--- src/rtl/bacd_pkg.sv ---
// Shared types and constants for the block address cookie decoder.
// Used by bacd_decoder, bacd_scale and block_address_cookie_decoder.
`timescale 1ns / 1ps
`default_nettype none

package bacd_pkg;

	// Position inside one packed integer.
	typedef enum logic [2:0] {
		PH_FIRST  = 3'b001,
		PH_SECOND = 3'b010,
		PH_MULTI  = 3'b100
	} phase_t;

	// Which of the three integers of a cookie is being decoded.
	typedef enum logic [1:0] {
		FLD_OFFSET = 2'd0,
		FLD_SIZE   = 2'd1,
		FLD_CHECK  = 2'd2
	} field_t;

	localparam logic [6:0]  SHORT_BIAS       = 7'd64;
	localparam logic [13:0] LONG_BIAS        = 14'd8256;
	localparam logic [16:0] BLOCK_SIZE_RESET = 17'd4096;

	// Operands handed from the decoder to the scaling pipeline.
	typedef struct packed {
		logic        valid;
		logic        bad;
		logic [63:0] off_inc;
		logic [63:0] size;
	} scale_req_t;

endpackage

`default_nettype wire

--- src/rtl/bacd_scale.sv ---
// Scaling pipeline: operand register, 32x17 partial products, final add.
// Depends on bacd_pkg for the request struct.
`timescale 1ns / 1ps
`default_nettype none

module bacd_scale (
	input  wire logic                 clk,
	input  wire logic                 arst_n,
	input  wire logic [16:0]          block_size,
	input  wire bacd_pkg::scale_req_t req,
	output logic                      in_ready,
	output logic                      out_valid,
	input  wire logic                 out_stall,
	output logic [63:0]               file_offset,
	output logic [63:0]               block_bytes,
	output logic                      bad_marker
);

	logic        v_s1, v_s2, v_q;
	logic        bad_s1, bad_s2;
	logic [63:0] off_s1, size_s1;
	logic [48:0] off_lo_s2, size_lo_s2;
	logic [31:0] off_hi_s2, size_hi_s2;
	logic        adv_out, adv_s2, adv_s1;

	// Each stage moves when it is empty or the stage after it moves.
	assign adv_out  = !v_q || !out_stall;
	assign adv_s2   = !v_s2 || adv_out;
	assign adv_s1   = !v_s1 || adv_s2;
	assign in_ready = adv_s1;
	assign out_valid = v_q;

	always_ff @(posedge clk or negedge arst_n) begin
		if (!arst_n) begin
			v_s1 <= 1'b0;
			v_s2 <= 1'b0;
			v_q  <= 1'b0;
		end else begin
			if (adv_s1) v_s1 <= req.valid;
			if (adv_s2) v_s2 <= v_s1;
			if (adv_out) v_q <= v_s2;
		end
	end

	always_ff @(posedge clk) begin
		if (adv_s1) begin
			bad_s1  <= req.bad;
			off_s1  <= req.off_inc;
			size_s1 <= req.size;
		end
		if (adv_s2) begin
			bad_s2     <= bad_s1;
			off_lo_s2  <= 49'(off_s1[31:0]) * 49'(block_size);
			off_hi_s2  <= 32'(49'(off_s1[63:32]) * 49'(block_size));
			size_lo_s2 <= 49'(size_s1[31:0]) * 49'(block_size);
			size_hi_s2 <= 32'(49'(size_s1[63:32]) * 49'(block_size));
		end
		if (adv_out) begin
			bad_marker  <= bad_s2;
			file_offset <= 64'(off_lo_s2) + {off_hi_s2, 32'd0};
			block_bytes <= 64'(size_lo_s2) + {size_hi_s2, 32'd0};
		end
	end

endmodule

`default_nettype wire

--- config.mk ---
export PLATFORM = sky130hd
export DESIGN_NAME = bacd_scale
export DESIGN_NICKNAME = d
export VERILOG_FILES = /design/src/rtl/bacd_pkg.sv /design/src/rtl/bacd_scale.sv
export SDC_FILE = /design/constraint.sdc
export NUM_CORES = 2
export LEC_CHECK = 0
export BUFFER_PORTS_ARGS = -buffer_cell sky130_fd_sc_hd__buf_4
export CAP_MARGIN = 5
export CORE_ASPECT_RATIO = 0.9
export CORE_UTILIZATION = 40
export DETAILED_ROUTE_END_ITERATION = 10
export PLACE_DENSITY_LB_ADDON = 0.3
export SLEW_MARGIN = 20
export SYNTH_ARGS = -nofsm -noshare
export SYNTH_HDL_FRONTEND = slang
export SYNTH_SLANG_ARGS = --single-unit
--- constraint.sdc ---
create_clock -name clk -period 27.4 [get_ports clk]
set_input_delay 8.22 -clock clk [delete_from_list [all_inputs] [get_ports clk]]
set_output_delay 8.22 -clock clk [all_outputs]
set_load 0.05 [all_outputs]
==> results.py <==
metrics = {
    "grt": {
        "grt_pass1_vias": 55400,
        "grt_use_total_pct": 22.0,
        "grt_max_degree": 67,
        "antenna_found_initial": 3,
        "gr-total-overflow": 0,
        "grt_pass1_wl_mm": 313,
    },
    "routing": {
        "via_count": 50600,
        "dr.first_iter.drc_count": 2994,
        "routedWlPerCell_um": 19.3,
        "routed_via_density": 5.02,
        "ant_nets": 0,
        "wl_mm": 195,
        "drc": 0,
        "dr.pass1.iters": 5,
    },
    "critical_path": {
        "startpoint_type": "primary input",
        "crit_type": "primary input to primary output",
        "cp_common_cell": "buf_4",
        "reg2reg_depth": 20,
        "r2r_slack_ps": 19720,
        "max_stage_delay_ps": 330,
        "worst_path_max_delay_cell": "buf_4",
        "cp_max_fo": 7,
        "r2r-start": "off_s1[22]",
        "crit_chain": "buf_4 > nand4_1 > buf_4 > buf_4",
        "critPathCapture": "in_ready",
        "cp.required_ps": 19180,
        "arrival_ps": 9140,
        "end_kind": "primary output",
        "reg2reg_to": "off_lo_s2[43]",
        "startpoint": "out_stall",
    },
    "clocking": {
        "clkLatencyLatePin_ps": 740,
        "hold_buffers": 0,
        "post-cts-setup-buffers": 0,
        "ctsResizeCount": 0,
        "cts_tree": "yes",
        "clk_pin_slew_ps": 60,
        "cts_buffers": 53,
        "clock-sinks": 424,
        "htree_levels": 2,
        "clock-root-buffer": "clkbuf_16",
        "clockBufferDepth": 3,
    },
    "synthesis": {
        "syn_area_mm2": 0.0729,
        "synth_edf_count": 421,
        "synthTopCellsByArea": "fa_1 42%, edfxtp_1 17%, inv_1 9.5%",
        "synth_top_area_share_pct": 42.2,
        "synth_area_per_cell_um2": 9.58,
        "ys_ff_latch": 424,
        "synth_most_common_cell": "inv_1",
        "synthFlopType": "edfxtp_1",
        "synth_common_cells": "1855 x inv_1, 1538 x fa_1, 1392 x nand2_1, 616 x and2_1, 421 x edfxtp_1",
        "yosysWarnings": 0,
        "syn_nets": 9710,
        "synth-seq-area-share_pct": 17.4,
        "synth_cell_type_count": 82,
        "ys_async_sr_fraction_pct": 0.708,
        "synthCells": 7608,
        "post-synth-top-area-cell": "fa_1",
    },
    "placed_design": {
        "gp_congestion": 0.905,
        "place_hpwl_mm": 146,
        "pre_cts_ws_ps": 9980,
        "numPortBuffers": 280,
    },
    "layout": {
        "nets": 9751,
        "fillCellCount": 17400,
        "fin_util_pct": 43.6,
        "layout-drive-gt1-share_pct": 5.80,
        "area.growth.synth_to_final_pct": 8.22,
    },
    "sta": {
        "worst_hold_slack_ps": 394,
        "finalClockSkew_ps": 63.0,
        "setup_ws_ps": 10040,
        "setup_violations": 0,
        "hold_viol_final": 0,
        "layout_min_cycle_time_ps": 17360,
        "slew_headroom_pct": 25.3,
        "tightest_slew_ps": 1120,
        "slew_violations": 0,
        "rsz0062_at_grt": "false",
        "fmax_ghz": 0.0576,
        "post-route-period-util_pct": 63.3,
        "finalSetupTns_ps": 0,
    },
    "die": {
        "die_w_um": 452,
        "rows": 148,
        "io_pins": 281,
        "dieArea_mm2": 0.184,
        "die_h_um": 407,
        "start_util_pct": 40.3,
        "fp.coreArea_mm2": 0.181,
    },
    "hold_path": {
        "hold_class": "flop to flop",
        "min_from": "size_lo_s2[19]",
    },
    "run_status": {
        "status": "finished, final reports clean",
    },
    "flow_run": {
        "maxCapViolCount": 0,
    },
}
[kinds of logic (layout without fill, tap and decap cells)]
family,count (synthesis),count (layout),synth area share (%)
XOR/XNOR,250,250,3.00
AND/OR/NAND/NOR,2310,2310,14.6
AO/OA/AOI/OAI,474,474,4.28
multiplexers,1,1,0.0137
flip-flops,424,424,17.4
buffers and inverters,2197,2280,11.3
other,0,2,0
adder cells (fa/ha/maj),1952,1952,49.3
[layout by cell type, fill, tap and decap left out, drive strengths merged, types with 26 or more instances in the layout]
master / netlist / final
a21o: 65 / 65
a21oi: 163 / 163
and2: 616 / 616
buf: 5 / 328
clkbuf: 337 / 63
edfxtp: 421 / 421
fa: 1538 / 1538
ha: 414 / 414
inv: 1855 / 1862
nand2: 1392 / 1392
nand2b: 26 / 26
nand3: 36 / 36
nor2: 113 / 113
nor3: 27 / 27
o21a: 30 / 30
o21ai: 84 / 84
xnor2: 185 / 185
xor2: 65 / 65
[stage by stage]
| step | area [um2] | cells |
|---|---|---|
| after CTS | 78900 | 10100 |
| after global placement | 77100 | 9994 |
| after floorplan | 72900 | 7608 |
| final | 78900 | 10100 |
| after global routing | 78900 | 10100 |
| after detailed placement | 77100 | 9994 |
[worst max-delay path: cells and delay by family]
kind,cells,cell delay [ps]
AND/OR/NAND/NOR,1,130
buffers and inverters,3,760
[final cells by class]
type	count	area (um2)	share of cell area [%]
Multi-Input combinational cell	4987	52000	65.8
Sequential cell	424	12700	16.1
Clock buffer	63	1420	1.80
Antenna cell	2	5.00	0.00634
Clock inverter	34	375	0.476
Timing Repair Buffer	328	2460	3.12
Inverter	1855	6960	8.82
Tap cell	2400	3000	3.81
[registers in the layout, indices dropped and copies added, names as in the netlist]
register / count
block_bytes: 64
file_offset: 64
off_s1: 64
size_s1: 64
off_lo_s2: 49
size_lo_s2: 49
off_hi_s2: 32
size_hi_s2: 32
bad_marker: 1
bad_s1: 1
bad_s2: 1
out_valid: 1
v_s1: 1
v_s2: 1
[per-layer routing]
layer	vias up	wire, um	share of wire, %	global-route usage (%)
met5	-	0	0	0
met4	0	6950	3.6	7.56
met3	316	13800	7.1	3.96
met2	1736	92200	47	36.3
met1	26100	81800	42	29.1
li1	22500	-	-	-
[how the worst min path moves through the flow]
stage / to / slack (ps) / cells after the start
3_5_place_dp: block_bytes[15] / 400 / 0
2_1_floorplan: bad_marker / 400 / 0
5_1_grt: block_bytes[19] / 380 / 0
6_report: block_bytes[19] / 390 / 0
4_1_cts: block_bytes[19] / 370 / 0
3_3_place_gp: bad_marker / 400 / 0
Power is left out: the tool's default activity adds up to more than one toggle a clock period on the data nets, which glitch-free logic cannot reach.
