`config.mk`:
```
export PLATFORM = sky130hd
export DESIGN_NAME = bacd_decoder
export DESIGN_NICKNAME = d
export VERILOG_FILES = /design/src/rtl/bacd_pkg.sv /design/src/rtl/bacd_decoder.sv
export SDC_FILE = /design/constraint.sdc
export NUM_CORES = 1
export LEC_CHECK = 0
export BUFFER_PORTS_ARGS = -buffer_cell sky130_fd_sc_hd__buf_2
export CORE_MARGIN = 4
export CORE_UTILIZATION = 53
export DETAILED_ROUTE_END_ITERATION = 10
export GPL_ROUTABILITY_DRIVEN = 1
export GPL_TIMING_DRIVEN = 0
export PLACE_DENSITY = 0.86
export SETUP_SLACK_MARGIN = 0.02
export SLEW_MARGIN = 20
export SYNTH_ARGS = -nofsm -noshare
export SYNTH_HDL_FRONTEND = slang
export SYNTH_SLANG_ARGS = --single-unit
```
`constraint.sdc`:
```
create_clock -name clk -period 2.9 [get_ports clk]
set_input_delay 0.435 -clock clk [delete_from_list [all_inputs] [get_ports clk]]
set_output_delay 0.435 -clock clk [all_outputs]
set_load 0.01 [all_outputs]
```
`src/rtl/bacd_pkg.sv`:
```
// Shared types and constants for the block address cookie decoder.
// Used by bacd_decoder, bacd_scale and block_address_cookie_decoder.
`timescale 1ns / 1ps
`default_nettype none

package bacd_pkg;

	// Position inside one packed integer.
	typedef enum logic [2:0] {
		PH_FIRST  = 3'b001,
		PH_SECOND = 3'b010,
		PH_MULTI  = 3'b100
	} phase_t;

	// Which of the three integers of a cookie is being decoded.
	typedef enum logic [1:0] {
		FLD_OFFSET = 2'd0,
		FLD_SIZE   = 2'd1,
		FLD_CHECK  = 2'd2
	} field_t;

	localparam logic [6:0]  SHORT_BIAS       = 7'd64;
	localparam logic [13:0] LONG_BIAS        = 14'd8256;
	localparam logic [16:0] BLOCK_SIZE_RESET = 17'd4096;

	// Operands handed from the decoder to the scaling pipeline.
	typedef struct packed {
		logic        valid;
		logic        bad;
		logic [63:0] off_inc;
		logic [63:0] size;
	} scale_req_t;

endpackage

`default_nettype wire

```
`src/rtl/bacd_decoder.sv`:
```
// Byte-wise decoder of the three packed integers of a block address cookie.
// Depends on bacd_pkg for the phase and field codes and the request struct.
`timescale 1ns / 1ps
`default_nettype none

module bacd_decoder (
	input  wire logic              clk,
	input  wire logic              arst_n,
	input  wire logic              accept,
	input  wire logic [7:0]        in_byte,
	input  wire logic              cookie_start,
	output bacd_pkg::scale_req_t   req
);

	bacd_pkg::phase_t phase_q, phase_e, phase_n;
	bacd_pkg::field_t field_q, field_e, field_n;
	logic [3:0]  bl_q, bl_e, bl_n;
	logic [63:0] acc_q, acc_e, acc_n;
	logic [63:0] saved_off_q, saved_off_n;
	logic [63:0] saved_size_q, saved_size_n;
	logic        skip_q, skip_e, skip_n;
	logic        done;
	logic        bad;
	logic [63:0] value;
	logic [63:0] shifted;

	always_comb begin
		// A cookie start drops any partial value before this byte is looked at.
		phase_e = cookie_start ? bacd_pkg::PH_FIRST : phase_q;
		field_e = cookie_start ? bacd_pkg::FLD_OFFSET : field_q;
		bl_e    = cookie_start ? 4'd0 : bl_q;
		acc_e   = cookie_start ? 64'd0 : acc_q;
		skip_e  = cookie_start ? 1'b0 : skip_q;

		phase_n      = phase_e;
		field_n      = field_e;
		bl_n         = bl_e;
		acc_n        = acc_e;
		skip_n       = skip_e;
		saved_off_n  = saved_off_q;
		saved_size_n = saved_size_q;
		done         = 1'b0;
		bad          = 1'b0;
		value        = 64'd0;
		shifted      = {acc_e[55:0], in_byte};

		req.valid   = 1'b0;
		req.bad     = 1'b0;
		req.off_inc = 64'd0;
		req.size    = 64'd0;

		if (!skip_e) begin
			unique case (phase_e)
				bacd_pkg::PH_SECOND: begin
					value   = 64'({1'b0, acc_e[12:0] | {5'b0, in_byte}} +
						14'(bacd_pkg::SHORT_BIAS));
					phase_n = bacd_pkg::PH_FIRST;
					done    = 1'b1;
				end
				bacd_pkg::PH_MULTI: begin
					acc_n = shifted;
					bl_n  = bl_e - 4'd1;
					if (bl_n == 4'd0) begin
						value   = shifted + 64'(bacd_pkg::LONG_BIAS);
						phase_n = bacd_pkg::PH_FIRST;
						done    = 1'b1;
					end
				end
				default: begin
					unique case (in_byte[7:4])
						4'h8, 4'h9, 4'hA, 4'hB: begin
							value = {58'd0, in_byte[5:0]};
							done  = 1'b1;
						end
						4'hC, 4'hD: begin
							acc_n   = {51'd0, in_byte[4:0], 8'd0};
							phase_n = bacd_pkg::PH_SECOND;
						end
						4'hE: begin
							acc_n = 64'd0;
							bl_n  = in_byte[3:0];
							if (in_byte[3:0] == 4'd0) begin
								value = 64'(bacd_pkg::LONG_BIAS);
								done  = 1'b1;
							end else begin
								phase_n = bacd_pkg::PH_MULTI;
							end
						end
						default: begin
							bad = 1'b1;
						end
					endcase
				end
			endcase

			if (bad) begin
				phase_n   = bacd_pkg::PH_FIRST;
				field_n   = bacd_pkg::FLD_OFFSET;
				bl_n      = 4'd0;
				acc_n     = 64'd0;
				skip_n    = 1'b1;
				req.valid = 1'b1;
				req.bad   = 1'b1;
			end else if (done) begin
				acc_n = 64'd0;
				unique case (field_e)
					bacd_pkg::FLD_OFFSET: begin
						saved_off_n = value;
						field_n     = bacd_pkg::FLD_SIZE;
					end
					bacd_pkg::FLD_SIZE: begin
						saved_size_n = value;
						field_n      = bacd_pkg::FLD_CHECK;
					end
					default: begin
						// The checksum is discarded; the cookie is complete.
						field_n   = bacd_pkg::FLD_OFFSET;
						req.valid = 1'b1;
						if (saved_size_q != 64'd0) begin
							req.off_inc = saved_off_q + 64'd1;
							req.size    = saved_size_q;
						end
					end
				endcase
			end
		end

		req.valid = req.valid & accept;
	end

	always_ff @(posedge clk or negedge arst_n) begin
		if (!arst_n) begin
			phase_q      <= bacd_pkg::PH_FIRST;
			field_q      <= bacd_pkg::FLD_OFFSET;
			bl_q         <= 4'd0;
			acc_q        <= 64'd0;
			saved_off_q  <= 64'd0;
			saved_size_q <= 64'd0;
			skip_q       <= 1'b0;
		end else if (accept) begin
			phase_q      <= phase_n;
			field_q      <= field_n;
			bl_q         <= bl_n;
			acc_q        <= acc_n;
			saved_off_q  <= saved_off_n;
			saved_size_q <= saved_size_n;
			skip_q       <= skip_n;
		end
	end

	a_bad_sets_skip: assert property (@(posedge clk) disable iff (!arst_n)
		(req.valid && req.bad) |=> skip_q)
		else $error("bad marker transfer did not enter skipping");

	a_skip_restarted: assert property (@(posedge clk) disable iff (!arst_n)
		skip_q |-> (phase_q == bacd_pkg::PH_FIRST && field_q == bacd_pkg::FLD_OFFSET))
		else $error("decoder is skipping with a partial cookie");

	a_multi_owes_bytes: assert property (@(posedge clk) disable iff (!arst_n)
		(phase_q == bacd_pkg::PH_MULTI) |-> (bl_q != 4'd0))
		else $error("multi-byte form with no bytes left");

endmodule

`default_nettype wire

```
==> results of run 1 <==
[metal layers]
metal	part of all wire, %	wire (um)	global-route usage [%]
met5	0	0	0
met4	7.5	3270	18.5
met3	12	5290	8.68
met2	45	19700	54.2
met1	35	15200	42.8
[layout by cell type, fill, tap and decap left out, drive strengths merged, types with 5 or more instances in the layout]
cell / instances
a21o: 5
or3: 9
clkbuf: 76
and3: 19
o21ai: 125
nand3b: 7
and2: 77
nand2: 215
a22oi: 17
buf: 183
xnor2: 81
nor2b: 29
o31ai: 14
nor2: 116
and4: 10
or2: 5
inv: 21
a31oi: 7
nor3: 28
dfrtp: 193
nor4: 35
xor2: 43
a22o: 53
or4: 11
and4b: 5
nand3: 48
a21oi: 8
nand4: 41
[kinds of logic (layout without fill, tap and decap cells)]
| kind of cell | after synthesis | in the layout | synth area share [%] |
|---|---|---|---|
| XOR/XNOR | 124 | 124 | 9.46 |
| flip-flops | 194 | 194 | 42.3 |
| other | 0 | 1 | 0 |
| buffers and inverters | 94 | 285 | 3.61 |
| AND/OR/NAND/NOR | 670 | 670 | 29.9 |
| adder cells (fa/ha/maj) | 4 | 4 | 0.436 |
| AO/OA/AOI/OAI | 250 | 250 | 14.3 |
[repair_timing]
item	in CTS	in global routing
resized for setup	117	115
pin swaps	22	3
setup endpoints to repair	279	300
setup buffers	16	8
cloned	5	1
[registers in the layout (all words and copies together), names as in the netlist]
name and cells:
saved_size_q 64, field_q 2, skip_q 1, acc_q 56
saved_off_q 64, bl_q 4, phase_q 3
[path summary, 6_finish.rpt]
| path | start | slack (ns) | to |
|---|---|---|---|
| min in group clk | accept | 0.23 | skip_q |
| setup / recovery | bl_q[2] | -0.70 | req[87] |
| max in group asynchronous | arst_n | 1.93 | bl_q[0] |
| hold reg to reg | skip_q | 0.49 | skip_q |
| setup reg to reg | phase_q[0] | -0.58 | saved_size_q[9] |
| hold / removal | arst_n | -0.04 | saved_off_q[56] |
[worst max-delay path, delay by kind of cell, from the launching register on]
| kind | cells | cell delay [ns] |
|---|---|---|
| buffers and inverters | 3 | 0.49 |
| DFF | 1 | 0.39 |
| AOI/OAI and AO/OA | 1 | 0.22 |
| and+or+nand+nor | 5 | 1.61 |
[area by class of cell]
type | instances | area, um2 | share of cell area, %
well taps | 275 | 344 | 2.37
plain buffers | 72 | 430 | 2.96
flip-flops and latches | 194 | 4860 | 33.4
repair buffers | 169 | 1470 | 10.1
clock inverters | 13 | 189 | 1.30
diodes | 1 | 2.50 | 0.0172
multi-input cells | 1048 | 6750 | 46.4
clock buffers | 18 | 439 | 3.02
inverters | 13 | 48.8 | 0.336
[per-stage QoR]
| stage | setup WS [ns] | utilization [%] | power (W) | cells | hold WS, ns |
|---|---|---|---|---|---|
| finish | -0.702 | 68.7 | 0.00580 | 1803 | -0.0367 |
| global route | -0.775 | 68.7 | 0.00593 | 1803 | 0.0389 |
| CTS | -0.559 | 66.5 | 0.00573 | 1803 | 0.0185 |
| detailed placement | -0.824 | 60.1 | 0.00322 | 1753 | 0.482 |
| global placement | -1.64 | 59.9 | 0.00320 | 1752 | 0.472 |
| floorplan | 0.000941 | - | 0.00305 | 1336 | 0.139 |
[cell usage after synthesis, drive strengths merged, types with 19 or more instances]
| master | count | share of area (%) |
|---|---|---|
| dfrtp | 193 | 42 |
| nand2 | 215 | 7.0 |
| nand4 | 41 | 2.2 |
| a22o | 53 | 4.0 |
| nor2b | 29 | 1.6 |
| nor3 | 28 | 1.2 |
| nor2 | 116 | 4.0 |
| o21ai | 125 | 5.4 |
| and3 | 19 | 1.0 |
| nand3 | 48 | 2.1 |
| and2 | 77 | 4.2 |
| nor4 | 35 | 2.2 |
| xor2 | 43 | 3.3 |
| clkbuf | 68 | 2.3 |
| xnor2 | 81 | 6.2 |
[report_power, final]
group / total, W / switching [W] / internal (W)
clock network: 0.00257 / 0.00116 / 0.00141
logic: 0.000395 / 0.000276 / 0.000119
registers: 0.00283 / 0.0000750 / 0.00276
total: 0.00580 / 0.00151 / 0.00429
==> results.rst, run 1 <==
.. list-table::
   :header-rows: 1

   * - Metric
     - Value
   * - Status
     - finished with violations
   * - Violated checks
     - negative hold slack, negative setup slack
   * - TritonCTS Buffers
     - 17
   * - Pleak
     - 5.98 nW
   * - Weighted congestion at the end of routability-driven global placement
     - 0.956
   * - Worst-path fanout max
     - 10
   * - Vias per Instance
     - 6.74
   * - Worst min path class
     - input port to async pin
   * - Unrepaired setup endpoints after global routing
     - yes
   * - TNS Setup
     - -89.30 ns
   * - Worst-case setup margin in the final layout
     - -0.702 ns
   * - Number of buffers inserted by hold repair at cts
     - 0
   * - Drt pass-1 iters
     - 7
   * - Overall die width
     - 155 um
   * - Synth async-reset ratio
     - 100%
   * - Global-route wire length before repair
     - 64.5 mm
   * - Register area share after synthesis
     - 42.3%
   * - Post-synth EDFFs
     - 0
   * - Iteration-0 DRC Markers
     - 2042
   * - Mapped Area
     - 0.0115 mm2
   * - GR Overflow Total
     - 0
   * - Core Rows
     - 53
   * - Global Route Usage Sum
     - 34.1%
   * - Placed standard-cell area
     - 0.0127 mm2
   * - Kind of start point of the critical path
     - register
   * - Maximum number of pins on one net before global-route repair
     - 104
   * - Number of I/O pins
     - 142
   * - CTS root buf
     - sky130_fd_sc_hd__clkbuf_16
   * - Power per unit of standard cell area
     - 399 mW/mm2
   * - Count of synthesis-stage warnings from yosys
     - 0
   * - Tcrit/Tclk final
     - 124%
   * - Initial standard-cell utilization of the core
     - 54.3%
   * - Clock insertion delay at the later pin of the skew report
     - 0.45 ns
   * - Post-Synthesis Net Count
     - 1352
   * - Most used flip-flop cell after synthesis
     - sky130_fd_sc_hd__dfrtp_1
   * - Antenna violations before repair
     - 1
   * - Wire length per cell
     - 24.1 um
   * - Final hold vios
     - 16
   * - Max-capacitance violation count
     - 0
   * - Synthesized area per cell
     - 8.59 um2
   * - Slowest cell on the critical path
     - sky130_fd_sc_hd__or4b_4
   * - Level count of the clock H-tree
     - 4
   * - Endpoint kind of the worst setup timing path
     - primary output
   * - Half-perimeter wire length after detailed placement
     - 28.3 mm
   * - CTS clock-pin slew for the worst setup and hold paths
     - 0.07 ns
   * - Time the worst path needs with I/O delays and setup
     - 3.60 ns
   * - Number of pins with negative max-slew slack in the final report
     - 0
   * - Number of remaining DRC errors
     - 0
   * - Clock net sink count
     - 194
   * - Detailed-route wire length
     - 43.5 mm
   * - Area growth syn-to-layout
     - 26.5%
   * - Number of synthesized register bits
     - 194
   * - Area of the core
     - 0.0212 mm2
   * - Pin slew with the least headroom to its limit
     - 0.931 ns
   * - Port buffer count
     - 141
   * - Type of the worst setup path
     - register to primary output
   * - Number of cell instances on the worst register-to-register path
     - 9
   * - Layout cells sized above 1
     - 25.9%
   * - Fmax
     - 278 MHz
   * - Layout Cell Area excl Fill
     - 0.0145 mm2
   * - Data required time of the worst path
     - 2.47 ns
   * - Cells along the critical path
     - or4b_4 -> or2_4 -> a21o_1 -> nand3b_4 -> or4_4 -> buf_12 -> buf_6 -> nor2_2 -> buf_2
   * - Worst slew margin relative to its limit
     - 37.8%
   * - Layout net count
     - 1531
   * - Arrival time of data at the critical path endpoint
     - 3.17 ns
   * - Instance count of the mapped netlist
     - 1336
   * - Number of unique standard cell types used by synthesis
     - 60
   * - CP max stage delay
     - 0.53 ns
   * - Via total after detailed routing
     - 12145
   * - Worst clock skew on the final layout
     - 0.0170 ns
   * - Fill count
     - 1466
   * - Worst vdd ir
     - 414 uV
   * - Hold slack final
     - -0.0367 ns
   * - Via count of the first global-routing pass
     - 11396
   * - Number of nets with antenna violations after routing
     - 0
   * - # setup viols final
     - 193
   * - Floorplan die height
     - 155 um
   * - TritonCTS clock tree
     - done
   * - Buffer levels on the longest clock path
     - 2
   * - Die Outline Area
     - 0.0241 mm2
Note: power is estimated with default switching activity, not from simulation.
==> run 2: changes to the inputs <==
--- a/config.mk
+++ b/config.mk
@@ -7,11 +7,11 @@
 export LEC_CHECK = 0
 export BUFFER_PORTS_ARGS = -buffer_cell sky130_fd_sc_hd__buf_2
 export CORE_MARGIN = 4
-export CORE_UTILIZATION = 53
+export CORE_UTILIZATION = 59
 export DETAILED_ROUTE_END_ITERATION = 10
 export GPL_ROUTABILITY_DRIVEN = 1
 export GPL_TIMING_DRIVEN = 0
-export PLACE_DENSITY = 0.86
+export PLACE_DENSITY = 0.9
 export SETUP_SLACK_MARGIN = 0.02
 export SLEW_MARGIN = 20
 export SYNTH_ARGS = -nofsm -noshare
==> constraint.sdc (replaced) <==
create_clock -name clk -period 3.5 [get_ports clk]
set_input_delay 0.525 -clock clk [delete_from_list [all_inputs] [get_ports clk]]
set_output_delay 0.525 -clock clk [all_outputs]
set_load 0.01 [all_outputs]
==> run 2 against run 1 <==
Net effect: register-to-register slack improved by 0.77 ns; clock skew up 0.0029 ns; largest power group unchanged; the flow finishes with violations (design-rule violations, negative setup slack); global-route usage is 1.6 points higher; critical endpoint is now req[37].
==> results.rst, run 2 (synthesis gave the netlist of run 1 again) <==
.. list-table::
   :header-rows: 1

   * - Metric
     - Value
   * - Worst vdd ir
     - 327 uV (-21%)
   * - Pleak
     - 5.97 nW (-0.18%)
   * - TritonCTS Buffers
     - 17 (unchanged)
   * - Endpoint kind of the worst setup timing path
     - primary output
   * - Cell repeated most along the worst path
     - sky130_fd_sc_hd__nor4_2
   * - CTS root buf
     - sky130_fd_sc_hd__clkbuf_16
   * - Drt pass-1 iters
     - 11 (+4)
   * - Number of remaining DRC errors
     - 1 (+1)
   * - Clock net sink count
     - 194 (unchanged)
   * - Area taken by multi-input logic gates
     - 0.00667 mm2 (-1.2%)
   * - Layout net count
     - 1536 (+0.33%)
   * - CTS clock-pin slew for the worst setup and hold paths
     - 0.09 ns (+0.02 ns)
   * - TNS Setup
     - -33.71 ns (+55.59 ns)
   * - Time the worst path needs with I/O delays and setup
     - 3.85 ns
   * - Number of nets with antenna violations after routing
     - 0 (unchanged)
   * - Status
     - finished with violations
   * - # setup viols final
     - 128 (-34%)
   * - Level count of the clock H-tree
     - 4 (unchanged)
   * - Port buffer count
     - 141 (unchanged)
   * - Number of buffers inserted by hold repair at cts
     - 0 (unchanged)
   * - Clock insertion delay at the later pin of the skew report
     - 0.46 ns (about the same)
   * - Data required time of the worst path
     - 2.97 ns (+0.50 ns)
   * - Tcrit/Tclk final
     - 110%
   * - Weighted congestion at the end of routability-driven global placement
     - 0.971 (+1.6%)
   * - Worst-path fanout max
     - 7 (-3)
   * - Die Outline Area
     - 0.0218 mm2 (-9.7%)
   * - Kind of start point of the critical path
     - register
   * - Floorplan die height
     - 148 um (-5.0%)
   * - Antenna violations before repair
     - 0 (-1)
   * - Iteration-0 DRC Markers
     - 1882 (-7.8%)
   * - Final hold vios
     - 0 (-16)
   * - FF/Latch Area
     - 0.00486 mm2 (unchanged)
   * - Worst min path class
     - input port to async pin
   * - Number of I/O pins
     - 142 (unchanged)
   * - Layout cells sized above 1
     - 22.5% (-3.4 points)
   * - Fill count
     - 1144 (-22%)
   * - Count of antenna diodes in the layout
     - 0 (-1)
   * - Detailed-route wire length
     - 45.5 mm (+4.6%)
   * - Vias per Instance
     - 6.86 (+1.8%)
   * - Maximum number of pins on one net before global-route repair
     - 104 (unchanged)
   * - TritonCTS clock tree
     - done
   * - Initial standard-cell utilization of the core
     - 60.8% (+6.5 points)
   * - Max-capacitance violation count
     - 0 (unchanged)
   * - Hold slack final
     - 0.111 ns (+0.148 ns)
   * - Commonest non-fill, non-tap cell in the layout
     - sky130_fd_sc_hd__nand2_1
   * - Layout Cell Area excl Fill
     - 0.0146 mm2 (+0.47%)
   * - Core Rows
     - 50 (-5.7%)
   * - Type of the worst setup path
     - register to primary output
   * - Leading registers by flop count
     - saved_off_q x64, saved_size_q x64, acc_q x56
   * - CP max stage delay
     - 0.68 ns (+0.15 ns)
   * - Worst clock skew on the final layout
     - 0.0199 ns (+0.00290 ns)
   * - Worst-case setup margin in the final layout
     - -0.348 ns (+0.354 ns)
   * - Via total after detailed routing
     - 12292 (+1.2%)
   * - Cells along the critical path
     - nor4_2 -> nand4_1 -> nor4_2 -> nor4_4 -> buf_4 -> buf_12 -> clkbuf_16 -> and2_4 -> buf_6
   * - Worst slew margin relative to its limit
     - 33.6% (-4.2 points)
   * - Number of pins with negative max-slew slack in the final report
     - 0 (unchanged)
   * - Area of the core
     - 0.0189 mm2 (-11%)
   * - Global-route wire length before repair
     - 61.1 mm (-5.3%)
   * - Area growth syn-to-layout
     - 27.1%
   * - Global Route Usage Sum
     - 35.7% (+1.6 points)
   * - Buffer levels on the longest clock path
     - 2 (unchanged)
   * - Slowest cell on the critical path
     - sky130_fd_sc_hd__nor4_2
   * - Arrival time of data at the critical path endpoint
     - 3.32 ns (+0.15 ns)
   * - Fmax
     - 260 MHz
   * - Placed insts
     - 1738 (-0.86%)
   * - Unrepaired setup endpoints after global routing
     - yes
   * - Wire length per cell
     - 25.4 um (+5.2%)
   * - Placement-stage worst setup slack
     - -0.320 ns (+0.504 ns)
   * - Power per unit of standard cell area
     - 329 mW/mm2 (-17%)
   * - Pin slew with the least headroom to its limit
     - 0.989 ns (+0.0573 ns)
   * - Via count of the first global-routing pass
     - 10847 (-4.8%)
   * - Placed standard-cell area
     - 0.0126 mm2 (-1.3%)
   * - Overall die width
     - 148 um (-5.0%)
   * - Commonest non-fill, non-tap cells in the layout
     - 215 x sky130_fd_sc_hd__nand2_1, 192 x sky130_fd_sc_hd__dfrtp_1, 119 x sky130_fd_sc_hd__o21ai_0, 81 x sky130_fd_sc_hd__xnor2_1, 78 x sky130_fd_sc_hd__buf_6
   * - GR Overflow Total
     - 0 (unchanged)
   * - Half-perimeter wire length after detailed placement
     - 28.4 mm (+0.31%)
   * - Final std cells w/o fill
     - 1793 (-0.55%)
   * - Violated checks
     - design-rule violations, negative setup slack
run 2: cell type report:
class	count	area share [%]
Buffer	80	3.17
Clock buffer	17	2.91
Clock inverter	15	1.51
Inverter	13	0.334
Multi-Input combinational cell	1048	45.7
Sequential cell	194	33.3
Tap cell	260	2.23
Timing Repair Buffer	166	10.9
run 2: worst paths after layout:
path | cells after the start | endpoint | slack, ns | start
worst max-delay path | 9 | req[37] | -0.35 | saved_size_q[4]
worst min-delay path | 1 | saved_off_q[57] | 0.11 | arst_n
worst max register to register | 9 | saved_size_q[36] | 0.19 | skip_q
worst min register to register | 2 | acc_q[55] | 0.49 | acc_q[55]
max in group asynchronous | 2 | bl_q[0] | 2.43 | arst_n
min in group clk | 3 | skip_q | 0.32 | accept
run 2: report_power, final:
part	internal (W)	switching (W)	total, W	leakage, nW
sequential	0.00228	0.0000578	0.00234	2.69
combinational	0.0000924	0.000227	0.000319	2.97
clock	0.00106	0.00108	0.00215	0.312
run 2: routing by layer:
metal | up-vias | global-route usage (%) | share of wire [%]
met3 | 290 | 6.50 | 13
met2 | 1136 | 56.3 | 45
li1 | 5073 | - | -
met4 | 0 | 16.3 | 7.3
met5 | - | 0 | 0
met1 | 5793 | 48.4 | 35
run 2: stage by stage:
| step | util, % | power, W |
|---|---|---|
| 3_3_place_gp | 66.2 | 0.00265 |
| 5_1_grt | 77.3 | 0.00491 |
| 3_5_place_dp | 66.5 | 0.00266 |
| 6_report | 77.3 | 0.00481 |
| 4_1_cts | 72.2 | 0.00474 |
| 2_1_floorplan | - | 0.00252 |
run 2: critical path, delay by kind of cell (launching register included):
family,cells,cell delay [ns]
flip-flops,1,0.43
AND/OR/NAND/NOR,5,1.80
buffers and inverters,4,0.62
run 2: what timing repair did:
action,4_1_cts,5_1_grt
setup buffers,8,6
cloned,4,7
gates resized for setup,75,168
pin swaps,33,8
setup endpoints to repair,128,137
